--- config.mk ---
export PLATFORM = sky130hd
export DESIGN_NAME = token_bucket_packet_shaper_top
export DESIGN_NICKNAME = d
export VERILOG_FILES = /design/src/sv/tbps_pkg.sv /design/src/sv/tbps_ram.sv /design/src/sv/tbps_ctrl.sv /design/src/sv/token_bucket_packet_shaper_top.sv
export SDC_FILE = /design/constraint.sdc
export NUM_CORES = 1
export LEC_CHECK = 0
export BUFFER_PORTS_ARGS = -buffer_cell sky130_fd_sc_hd__clkbuf_2
export CORE_UTILIZATION = 43
export DETAILED_ROUTE_END_ITERATION = 8
export GPL_TIMING_DRIVEN = 0
export PLACE_DENSITY = 0.63
export SLEW_MARGIN = 15
export SYNTH_ARGS = -nofsm -noshare
export SYNTH_HDL_FRONTEND = slang
export SYNTH_SLANG_ARGS = --single-unit
export TNS_END_PERCENT = 1
--- constraint.sdc ---
create_clock -name clock -period 5.3 [get_ports clock]
set_input_delay 0.795 -clock clock [delete_from_list [all_inputs] [get_ports clock]]
set_output_delay 0.795 -clock clock [all_outputs]
set_load 0.1 [all_outputs]
--- src/sv/tbps_pkg.sv ---
// Shared types and constants for the token bucket packet shaper.
`default_nettype none

package tbps_pkg;

   // Waiting-packet queue geometry
   localparam int QUEUE_DEPTH = 16;
   localparam int PTR_W       = $clog2(QUEUE_DEPTH);
   localparam int CNT_W       = $clog2(QUEUE_DEPTH + 1);

   // Command codes
   localparam logic CMD_TICK   = 1'b0;
   localparam logic CMD_ARRIVE = 1'b1;

   // Result event codes
   typedef enum logic [2:0] {
      EV_DROP_BIG   = 3'd0,
      EV_QUEUED     = 3'd1,
      EV_RELEASED   = 3'd2,
      EV_TOKEN_ADD  = 3'd3,
      EV_TOKEN_DROP = 3'd4,
      EV_QUEUE_FULL = 3'd5
   } event_type;

   // Input beat
   typedef struct packed {
      logic        cmd;
      logic [15:0] pkt_id;
      logic [7:0]  token_cost;
   } req_type;

   // Result beat
   typedef struct packed {
      event_type   event_res;
      logic [15:0] packet_id_res;
      logic [7:0]  tokens_left;
      logic        last;
   } rsp_type;

   // One queue entry as stored in memory
   typedef struct packed {
      logic [15:0] pkt_id;
      logic [7:0]  need;
   } entry_type;

   localparam int ENTRY_W = $bits(entry_type);

   // Queue memory access from the controller
   typedef struct packed {
      logic             wr_en;
      logic [PTR_W-1:0] wr_addr;
      entry_type        wr_data;
      logic [PTR_W-1:0] rd_addr;
   } mem_req_type;

   // Controller states
   typedef enum logic [1:0] {
      ST_IDLE,
      ST_ARRIVE,
      ST_DRAIN
   } state_type;

endpackage

`default_nettype wire

--- src/sv/tbps_ram.sv ---
// Generic single-write, single-read RAM with registered read data.
`default_nettype none

module tbps_ram #(
   parameter int WIDTH = 8,
   parameter int DEPTH = 16
) (
   input  wire logic                     clock,
   input  wire logic                     wr_en,
   input  wire logic [$clog2(DEPTH)-1:0] wr_addr,
   input  wire logic [WIDTH-1:0]         wr_data,
   input  wire logic [$clog2(DEPTH)-1:0] rd_addr,
   output logic      [WIDTH-1:0]         rd_data
);

   logic [WIDTH-1:0] mem_ff [DEPTH];
   logic [WIDTH-1:0] rd_data_ff;

   // Write port
   always_ff @(posedge clock) begin
      if (wr_en) begin
         mem_ff[wr_addr] <= wr_data;
      end
   end

   // Read port, old data on a same-address write
   always_ff @(posedge clock) begin
      rd_data_ff <= mem_ff[rd_addr];
   end

   assign rd_data = rd_data_ff;

endmodule

`default_nettype wire

--- src/sv/tbps_ctrl.sv ---
// Shaper controller: bucket level, queue pointers, decision FSM, result register.
`default_nettype none

module tbps_ctrl (
   input  wire logic                 clock,
   input  wire logic                 reset,
   input  wire logic                 start,
   output logic                      busy,
   input  wire tbps_pkg::req_type    req_data,
   input  wire logic                 csr_valid,
   output logic                      csr_ready,
   input  wire logic [7:0]           csr_data,
   output logic                      rsp_strobe,
   output tbps_pkg::rsp_type         rsp_data,
   output tbps_pkg::mem_req_type     mem_req,
   input  wire tbps_pkg::entry_type  mem_rd_data
);

   import tbps_pkg::*;

   state_type        state_ff, state_in;
   logic [7:0]       cap_ff, cap_in;
   logic [7:0]       level_ff, level_in;
   logic [PTR_W-1:0] head_ff, head_in;
   logic [PTR_W-1:0] tail_ff, tail_in;
   logic [CNT_W-1:0] count_ff, count_in;
   req_type          req_ff, req_in;
   rsp_type          pend_ff, pend_in;
   rsp_type          rsp_ff, rsp_in;
   logic             strobe_ff, strobe_in;
   logic             releasable;

   function automatic logic [PTR_W-1:0] next_slot(input logic [PTR_W-1:0] i);
      logic [PTR_W-1:0] r;
      if (i == PTR_W'(QUEUE_DEPTH - 1)) begin
         r = '0;
      end else begin
         r = i + PTR_W'(1);
      end
      return r;
   endfunction

   // Control state
   always_ff @(posedge clock) begin
      if (reset) begin
         state_ff  <= ST_IDLE;
         cap_ff    <= 8'd10;
         level_ff  <= '0;
         head_ff   <= '0;
         tail_ff   <= '0;
         count_ff  <= '0;
         strobe_ff <= 1'b0;
      end else begin
         state_ff  <= state_in;
         cap_ff    <= cap_in;
         level_ff  <= level_in;
         head_ff   <= head_in;
         tail_ff   <= tail_in;
         count_ff  <= count_in;
         strobe_ff <= strobe_in;
      end
   end

   // Payload registers
   always_ff @(posedge clock) begin
      req_ff  <= req_in;
      pend_ff <= pend_in;
      rsp_ff  <= rsp_in;
   end

   // Head entry can go out if the bucket covers it
   assign releasable = (count_ff != '0) && (level_ff >= mem_rd_data.need);

   // Next state and datapath
   always_comb begin
      state_in  = state_ff;
      cap_in    = (csr_valid) ? csr_data : cap_ff;
      level_in  = level_ff;
      head_in   = head_ff;
      tail_in   = tail_ff;
      count_in  = count_ff;
      req_in    = req_ff;
      pend_in   = pend_ff;
      rsp_in    = rsp_ff;
      strobe_in = 1'b0;

      mem_req.wr_en   = 1'b0;
      mem_req.wr_addr = tail_ff;
      mem_req.wr_data = '{pkt_id: req_ff.pkt_id, need: req_ff.token_cost};

      case (state_ff)
         ST_IDLE: begin
            if (start) begin
               req_in = req_data;
               if (req_data.cmd == CMD_ARRIVE) begin
                  state_in = ST_ARRIVE;
               end else begin
                  // token tick: result held until the head decision is known
                  pend_in.packet_id_res = '0;
                  pend_in.last          = 1'b0;
                  if (level_ff >= cap_ff) begin
                     pend_in.event_res   = EV_TOKEN_DROP;
                     pend_in.tokens_left = level_ff;
                  end else begin
                     level_in            = level_ff + 8'd1;
                     pend_in.event_res   = EV_TOKEN_ADD;
                     pend_in.tokens_left = level_ff + 8'd1;
                  end
                  state_in = ST_DRAIN;
               end
            end
         end

         ST_ARRIVE: begin
            strobe_in            = 1'b1;
            rsp_in.packet_id_res = req_ff.pkt_id;
            rsp_in.tokens_left   = level_ff;
            rsp_in.last          = 1'b1;
            if (req_ff.token_cost > cap_ff) begin
               rsp_in.event_res = EV_DROP_BIG;
            end else if ((count_ff != '0) || (level_ff < req_ff.token_cost)) begin
               if (count_ff == CNT_W'(QUEUE_DEPTH)) begin
                  rsp_in.event_res = EV_QUEUE_FULL;
               end else begin
                  mem_req.wr_en    = 1'b1;
                  tail_in          = next_slot(tail_ff);
                  count_in         = count_ff + CNT_W'(1);
                  rsp_in.event_res = EV_QUEUED;
               end
            end else begin
               level_in           = level_ff - req_ff.token_cost;
               rsp_in.event_res   = EV_RELEASED;
               rsp_in.tokens_left = level_ff - req_ff.token_cost;
            end
            state_in = ST_IDLE;
         end

         ST_DRAIN: begin
            // send the held beat; it is last unless the head goes out now
            strobe_in   = 1'b1;
            rsp_in      = pend_ff;
            rsp_in.last = !releasable;
            if (releasable) begin
               level_in              = level_ff - mem_rd_data.need;
               pend_in.event_res     = EV_RELEASED;
               pend_in.packet_id_res = mem_rd_data.pkt_id;
               pend_in.tokens_left   = level_ff - mem_rd_data.need;
               pend_in.last          = 1'b0;
               head_in               = next_slot(head_ff);
               count_in              = count_ff - CNT_W'(1);
            end else begin
               state_in = ST_IDLE;
            end
         end

         default: begin
            state_in = ST_IDLE;
         end
      endcase

      // read the entry that will be head next cycle
      mem_req.rd_addr = head_in;
   end

   assign busy       = (state_ff != ST_IDLE);
   assign csr_ready  = 1'b1;
   assign rsp_strobe = strobe_ff;
   assign rsp_data   = rsp_ff;

endmodule

`default_nettype wire

--- src/sv/token_bucket_packet_shaper_top.sv ---
// Top level of the token bucket packet shaper: controller plus queue memory.
// After start is taken, the first beat is strobed from the result register.
// Arrival: busy for one cycle, one result. Tick: one result per cycle,
// first the token result, then one per packet released while the bucket
// covers the head, paced by one head read per cycle from the queue memory.
// Reset: synchronous; bucket empty, queue empty, capacity back to 10.
`default_nettype none

module token_bucket_packet_shaper_top (
   input  wire logic              clock,
   input  wire logic              reset,
   input  wire logic              start,
   output logic                   busy,
   input  wire tbps_pkg::req_type req_data,
   output logic                   rsp_strobe,
   output tbps_pkg::rsp_type      rsp_data,
   input  wire logic              csr_valid,
   output logic                   csr_ready,
   input  wire logic [7:0]        csr_data
);

   import tbps_pkg::*;

   mem_req_type mem_req;
   entry_type   mem_rd_data;

   // Decision logic and bucket state
   tbps_ctrl u_ctrl (
      .clock       (clock),
      .reset       (reset),
      .start       (start),
      .busy        (busy),
      .req_data    (req_data),
      .csr_valid   (csr_valid),
      .csr_ready   (csr_ready),
      .csr_data    (csr_data),
      .rsp_strobe  (rsp_strobe),
      .rsp_data    (rsp_data),
      .mem_req     (mem_req),
      .mem_rd_data (mem_rd_data)
   );

   // Waiting packet queue storage
   tbps_ram #(
      .WIDTH (ENTRY_W),
      .DEPTH (QUEUE_DEPTH)
   ) u_queue_ram (
      .clock   (clock),
      .wr_en   (mem_req.wr_en),
      .wr_addr (mem_req.wr_addr),
      .wr_data (mem_req.wr_data),
      .rd_addr (mem_req.rd_addr),
      .rd_data (mem_rd_data)
   );

endmodule

`default_nettype wire

# Yosys cells after proc, flatten, opt, wreduce, memory -nomap -nowiden
# Memories as Yosys holds them, arrays and structs flattened. A register that Yosys moved wholly into a read port is not among the register bits.
# Cells that the tools add are included.
classes:
  add_sub_neg: 7
  n_lt_le_gt_ge: 4
  eq_ne: 12
  n_mux: 36
  bitwise_logic: 2
  reduce_logical: 16
op_table:
  columns: ["op", "n"]
  rows:
  - ["$pmux W28 S2", 2]
  - ["$mux W28", 3]
  - ["$mux W8", 6]
  - ["$pmux W8 S3", 1]
  - ["$mux W5", 4]
  - ["$ge A8 B8 Y1", 2]
  - ["$mux W4", 4]
  - ["$sub A8 B8 Y8", 2]
  - ["$mux W3", 4]
  - ["$reduce_and A4 Y1", 3]
  - ["$ne A2 B2 Y1 const B", 5]
  - ["$pmux W5 S2", 1]
  - ["$add A4 B1 Y4 const B", 2]
  - ["$add A8 B1 Y8 const B", 1]
  - ["$eq A4 B4 Y1 const B", 2]
  - ["$gt A8 B8 Y1", 1]
  - ["$lt A8 B8 Y1", 1]
  - ["$mux W1", 7]
  - ["$mux W2", 3]
  - ["$reduce_bool A2 Y1", 3]
  - ["$add A5 B1 Y5 const B", 1]
  - ["$eq A5 B5 Y1 const B", 1]
  - ["$reduce_and A5 Y1", 1]
  - ["$reduce_bool A5 Y1", 1]
  - ["13 further kinds", 16]
totals:
  regBits: 111
  mem_bits_rw: 384
  in_bits: 37
  memories: 1
memory_table:
  columns: ["memory", "words", "width", "rd", "rd_ports_with_merged_regs", "wr", "line_no", "source"]
  rows:
  - ["u_queue_ram.mem_ff", 16, 24, 1, 1, 1, "tbps_ram.sv:16", "logic [WIDTH-1:0] mem_ff [DEPTH];"]

# Longest topological paths before layout
# Gate-level depths: netlist of run 1.
depth:
  ltp_word: 7
  mapped_depth: 15

# By module
# A second synthesis of run 1 with hierarchy kept.
unflattened:
  hier_cells: 1162
  hier_area_um2: 20908.8
by_module_without_submodules:
  columns: ["module", "n_inst", "cells_each", "area_each_um2"]
  rows:
  - ["tbps_ram", 1, 636, 14930.6]
  - ["tbps_ctrl", 1, 526, 5978.2]

# Worst setup path after synthesis of run 1
# Ideal clock, no wire load.
synth_timing:
  path_kind: "register -> register"
  from: "register u_ctrl.req_ff, in the netlist u_ctrl.mem_req[4]"
  to: "memory u_queue_ram.mem_ff[0][0] in the netlist's numbering, enable pin"
  setup_time_ps: 435
  arrival_ps: 4399
  path_slack_ps: 466
  stages_incl_launch_ff: 12
  path_cell_list: "edfxtp_1 > ha_1 > inv_1 > fa_1 > a21o_1 > a21oi_1 > o21ai_0 > a22o_1 > or3_1 > nor2_1 > nand2_1 > nor3_1"
synth_via:
  elab_chain_cells: 7
  elab_cells_between_ends: 8
  classes_between: "order compare: 2; mux: 5; reduce/logical: 1"
synth_lines:
  columns: ["item", "line_no", "source"]
  rows:
  - ["from (decl)", "tbps_ctrl.sv:27", "req_type req_ff, req_in;"]
  - ["from (signal assigned)", "tbps_ctrl.sv:66", "req_ff <= req_in;"]
  - ["$lt A8 B8 Y1", "tbps_ctrl.sv:121", "end else if ((count_ff != '0) || (level_ff < req_ff.token_cost)) begin"]
  - ["$logic_or A1 B1 Y1", "tbps_ctrl.sv:121", null]
  - ["$mux W1", "tbps_ctrl.sv:121", null]
  - ["$mux W1 *", "tbps_ctrl.sv:119", "if (req_ff.token_cost > cap_ff) begin"]
  - ["$mux W1 *", "tbps_ctrl.sv:91", "case (state_ff)"]
  - ["$mux W1 *", "tbps_ram.sv:21", "if (wr_en) begin"]
  - ["$mux W1 (not written as such) *", "tbps_ram.sv:22", "mem_ff[wr_addr] <= wr_data;"]
  - ["to (decl)", "tbps_ram.sv:16", null]
# Mark *: on every way between the ends. The rest lies on a longest branch, timed or not.

# Worst setup path after layout of run 1
layout_timing:
  from: "register u_ctrl.req_ff, in the netlist u_ctrl.mem_req[5]"
  to: "memory u_queue_ram.mem_ff[0][14] in the netlist's numbering, enable pin"
# Same word-level chain as after synthesis.

==> run metrics, run 1 <==
drt first pass iters 5; Bufs on Longest Clock Path 3; share of the synthesized area in the top cell type 64.4%; initial antenna violation count 0; vias in the first global route 13800; P_leak 8.72 nW; critical path type flop to flop; endpoint type of the worst setup path flop; slowest stage delay, CP 900 ps; total congestion overflow 0; largest net degree at the start of global routing 26; number of port buffers 65; CP max FO 18; post-synth top area cell edfxtp_1; core area 49300 sq um; Least-Margin Pin Slew 902 ps; first-pass GRT wire length 86300 microns; footprint of the multi-input gates 6020 sq um; post-synth cell types 68; Critical Path AT 5230 ps; total number of vias 13900; Final Cell Area 25000 sq um; Hold Path Class primary input to flop; Max Fclk 203 MHz; filler instances 4180; worst ir drop on vdd 0.250 mV; DRT iter0 DRCs 1487; Slew HR 39.7%; Mapped Area 21600 sq um; net count after synthesis 1648; Die W 226 microns; ys flop type edfxtp_1; Post-Syn Instances 1563; nets 1793; final slew viol count 0; Yosys warning total 0; Avg Cell Area, Syn 13.8 sq um; Worst-Skew Late Latency 600 ps; DRT antenna net count 0; drt wl/cell 24.0 microns; # IOs 68; Setup crit start kind flop; Setup violations, final 0; top cells by count, synth edfxtp_1, nand2_1, and3_1; Final Cycle Share 93.1%; Final Skew 16.3 ps; DR DRC count 0; DIE HEIGHT 226 microns; setup repair bufs after CTS 0; register area 15000 sq um; Final Hold Violating Endpoints 0; placed cells 2317; total power 0.00904 W; synth-to-layout area growth 16.0%; Area after DPL 23300 sq um; All-Layer GR Usage 23.1%; Worst EP required 5600 ps; top post-synthesis cells by area edfxtp_1, dfxtp_1, a311oi_1; DP Wirelength 39400 microns; top-count cell post-synth edfxtp_1; setup TNS 0 ps; Worst-path clk slew 60 ps; cell chain of the critical path inv_1 -> fa_1 -> a21o_1 -> a21oi_1 -> o21ai_0 -> a22o_1 -> or3_1 -> nor2_1 -> nand2_1 -> nor3_4 -> buf_4; CTS tree built; clk sinks 519; min cycle time layout 4930 ps; MaxCap Viol Count 0; status completed; H-tree depth 2; Hold Worst Slack 365 ps; Routed WL 58100 microns; vias per cell 5.75; sequential element share of the synthesized area 69.6%; CP max stage cell edfxtp_1; share of cells above drive strength 1 15.8%; gp weighted congestion 0.849; hold buffers post-CTS 0; EDFF count, synth 463; die area 51100 sq um; RSZ-0062 raised after global routing false; pwr dens 361 nW/um^2; row count 81; Antenna Diode Count 0; Initial Util 43.8%; fin cells 2415; Root Driver clkbuf_16; Async SR Flop Fraction 0%; post-synthesis register bit count 519; cts bufs inserted 53
## cell type report
class                           count  area share [%]
Multi-Input combinational cell    892            24.1
Clock inverter                     29            1.14
Buffer                            102            1.93
Inverter                           50           0.750
Clock buffer                       69            5.82
Timing Repair Buffer               90            2.96
Sequential cell                   519            60.0
Tap cell                          664            3.32
## stage by stage
stage / util (%) / setup slack [ps]
global placement: 46.2 / -1940
floorplan: - / 466
detailed placement: 47.3 / 145
CTS: 50.8 / 131
finish: 50.8 / 368
global route: 50.8 / 99.4
## where the power goes
| part | total (W) | leakage, nW | switching (W) | internal [W] |
|---|---|---|---|---|
| clock | 0.00374 | 0.861 | 0.00156 | 0.00218 |
| sequential | 0.00468 | 4.67 | 0.000108 | 0.00457 |
| combinational | 0.000617 | 3.19 | 0.000427 | 0.000190 |
## cells in the final DEF, fill, tap and decap left out, types with 4 or more instances in the layout
cell and instances:
dfxtp_1 56, nand2_1 223, edfxtp_1 463, nor2_1 35
o21a_1 5, or4_1 24, nor2b_1 8, and3_1 105
a211oi_1 98, buf_1 4, buf_16 9, clkbuf_1 61
nor3_1 7, nand3_1 9, xor2_1 6, ha_1 44
buf_4 13, and2_1 21, inv_1 50, buf_6 7
buf_2 38, a311oi_1 97, a21o_1 8, xnor2_1 14
clkbuf_2 65, nand4_1 6, nor2_4 12, a21oi_1 28
clkbuf_16 53, clkbuf_8 7, nand2b_1 7, clkinv_1 7
o21ai_0 30, mux2_2 27, mux2i_1 10, clkinv_2 13
a221oi_1 6, bufinv_16 5
## critical path: cells and delay by family, from the launching register on
kind / cells / cell delay, ps
adders and majority gates: 1 / 490
and+or+nand+nor: 4 / 1880
DFF: 1 / 900
AOI/OAI and AO/OA: 4 / 840
buffers and inverters: 2 / 510
## repair_timing
action                                 CTS  global route
setup endpoints to repair                0            19
endpoints found under the hold margin    0             0
gates resized for setup                  0             1
## logic make-up (layout without fill, tap and decap cells)
| logic type | after synthesis | after routing | share of synthesized area, % |
|---|---|---|---|
| fa+ha+maj | 48 | 48 | 2.89 |
| simple gates | 477 | 477 | 10.8 |
| flops | 519 | 519 | 69.6 |
| other cells | 1 | 1 | 0.0174 |
| compound gates | 308 | 308 | 10.9 |
| mux | 38 | 38 | 1.92 |
| buf+inv | 152 | 340 | 3.10 |
| xor+xnor | 20 | 20 | 0.812 |
## per-layer routing
metal	vias to the layer above	global-route usage, %	routed length, microns
met4	0	9.20	2020
li1	6309	-	-
met3	121	3.15	3650
met1	6908	31.4	24800
met2	560	37.7	27600
met5	-	0	0
## sequential cells by signal (all words and copies together) (netlist names)
name                 cells
u_ctrl.count_ff          5
u_ctrl.mem_req          24
u_ctrl.cap_ff            8
u_queue_ram.mem_ff     384
u_ctrl.rsp_strobe        1
u_ctrl.head_ff           4
u_ctrl.state_ff          2
u_ctrl.rsp_data         28
u_ctrl.pend_ff          27
u_ctrl.tail_ff           4
u_queue_ram.rd_data     24
u_ctrl.level_ff          8
## path summary, 6_finish.rpt
path / from / end / slack [ps] / cells after the start
min reg2reg: u_ctrl.cap_ff[7] / u_ctrl.cap_ff[7] / 500 / 2
max reg2reg: u_ctrl.mem_req[5] / u_queue_ram.mem_ff[0][14] / 370 / 11
min: req_data[14] / u_ctrl.mem_req[18] / 370 / 1
max: u_ctrl.mem_req[5] / u_queue_ram.mem_ff[0][14] / 370 / 11
Power figures use the tool's default switching activity.
==> inputs of run 2 (changes only) <==
- ABC_AREA: unset -> 0
- CORE_UTILIZATION: 43 -> 60
- PLACE_DENSITY: 0.63 -> 0.81
==> run metrics, run 2 (synthesis gave the netlist of run 1 again) <==
first-pass GRT wire length 86400 microns; clk sinks 519; H-tree depth 2; R2R Path End u_queue_ram.mem_ff[2][17]; reg2reg setup slack 210 ps; # IOs 68; Initial Util 60.8%; CP Launch Point u_ctrl.mem_req[5]; vias in the first global route 14400; Reg power frac 53.0%; Area after DPL 23000 sq um; cts bufs inserted 52; final slew viol count 0; CTS tree built; total congestion overflow 0; status completed; largest net degree at the start of global routing 32; Clk network pwr share 40.0%; DP Wirelength 38600 microns; number of port buffers 65; critical path type flop to flop; CP max FO 18; CP delay by family, top simple AND/OR/NAND/NOR gates; Max Fclk 197 MHz; worst ir drop on vdd 0.368 mV; setup repair bufs after CTS 0; Psw 0.00206 W; Largest register FFs 384; internal power 0.00677 W; die area 36700 sq um; Slew HR 26.7%; Routed WL 58400 microns; Worst-Skew Late Latency 610 ps; core area 35500 sq um; R2R depth 12; cell chain of the critical path inv_1 -> fa_1 -> a21o_1 -> a21oi_1 -> o21ai_0 -> a22o_1 -> or3_1 -> nor2_1 -> nand2_1 -> nor3_2 -> buf_4 -> buf_6; drt wl/cell 26.5 microns; drt first pass iters 5; combinational share of power 6.9%; slowest stage delay, CP 870 ps; placed cells 2112; Critical Path AT 5400 ps; Biggest register u_queue_ram.mem_ff; fin cells 2208; Hold Path Sink u_ctrl.mem_req[17]; Bufs on Longest Clock Path 3; total number of vias 14700; DR DRC count 0; DRT iter0 DRCs 1953; Root Driver clkbuf_16; gp weighted congestion 0.933; WP buf/inv 3; Final Cycle Share 96.0%; endpoint type of the worst setup path flop; Die W 192 microns; pwr dens 359 nW/um^2; hold_sp req_data[13]; synth-to-layout area growth 14.0%; hold buffers post-CTS 0; Setup crit start kind flop; reg2reg start u_ctrl.mem_req[5]; Final Cell Area 24600 sq um; hold path depth 1; DIE HEIGHT 192 microns; Least-Margin Pin Slew 1100 ps; commonest non-fill, non-tap cells in the layout edfxtp_1, nand2_1, and3_1; DRT antenna net count 0; share of cells above drive strength 1 15.1%; net switching fraction of the power 23.4%; CP max stage cell edfxtp_1; Final Skew 21.2 ps; Worst-path clk slew 60 ps; RSZ-0062 raised after global routing false; min cycle time layout 5090 ps; initial antenna violation count 1; nets 1790; Worst EP required 5610 ps; MaxCap Viol Count 0; Hold Path Class primary input to flop; Resized Gates After CTS 0; commonest non-fill, non-tap cell in the layout edfxtp_1; Final Hold Violating Endpoints 0; All-Layer GR Usage 32.4%; Setup violations, final 0; vias per cell 6.65; row count 69; P_leak 8.63 nW
==> run 2: how the worst max path moves through the flow <==
stage          cells past startpoint                         to
6_report                          12  u_queue_ram.mem_ff[2][17]
3_3_place_gp                      10  u_queue_ram.mem_ff[0][21]
2_1_floorplan                     11   u_queue_ram.mem_ff[0][0]
3_5_place_dp                      13  u_queue_ram.mem_ff[1][13]
4_1_cts                           13  u_queue_ram.mem_ff[1][16]
5_1_grt                           13  u_queue_ram.mem_ff[1][16]
==> run 2: metal layers <==
metal  vias up  wire length [microns]  track usage (%)
met5         -                      0                0
met4         0                   2680             15.5
met1      7151                  21200             41.3
met3       201                   6430             7.00
met2      1033                  28100             52.8
li1       6299                      -                -
==> run 2: per-stage QoR <==
stage / util, % / hold WS, ps / total power, W / setup slack, ps / setup TNS, ps
3_3_place_gp: 63.4 / 480 / 0.00534 / -1760 / -268270
6_report: 69.3 / 366 / 0.00883 / 211 / 0
4_1_cts: 69.3 / 346 / 0.00883 / 389 / 0
5_1_grt: 69.3 / 353 / 0.00906 / 83.7 / 0
2_1_floorplan: - / 460 / 0.00516 / 466 / 0
3_5_place_dp: 64.8 / 483 / 0.00537 / 414 / 0
==> run 2: power groups by stage <==
stage / clock network [W] / registers (W) / logic (W)
floorplan: 0 / 0.00485 / 0.000308
global placement: 0 / 0.00476 / 0.000573
detailed placement: 0 / 0.00477 / 0.000603
CTS: 0.00354 / 0.00468 / 0.000607
global route: 0.00371 / 0.00469 / 0.000658
finish: 0.00354 / 0.00468 / 0.000612
==> run 2: layout make-up <==
| cell class | count | area [sq um] |
|---|---|---|
| Sequential cell | 519 | 15000 |
| Fill cell | 2229 | 10900 |
| Multi-Input combinational cell | 892 | 6020 |
| Clock buffer | 74 | 1460 |
| Timing Repair Buffer | 88 | 689 |
| Tap cell | 461 | 577 |
| Buffer | 102 | 482 |
| Inverter | 50 | 188 |
| Clock inverter | 21 | 169 |
| Antenna cell | 1 | 2.50 |
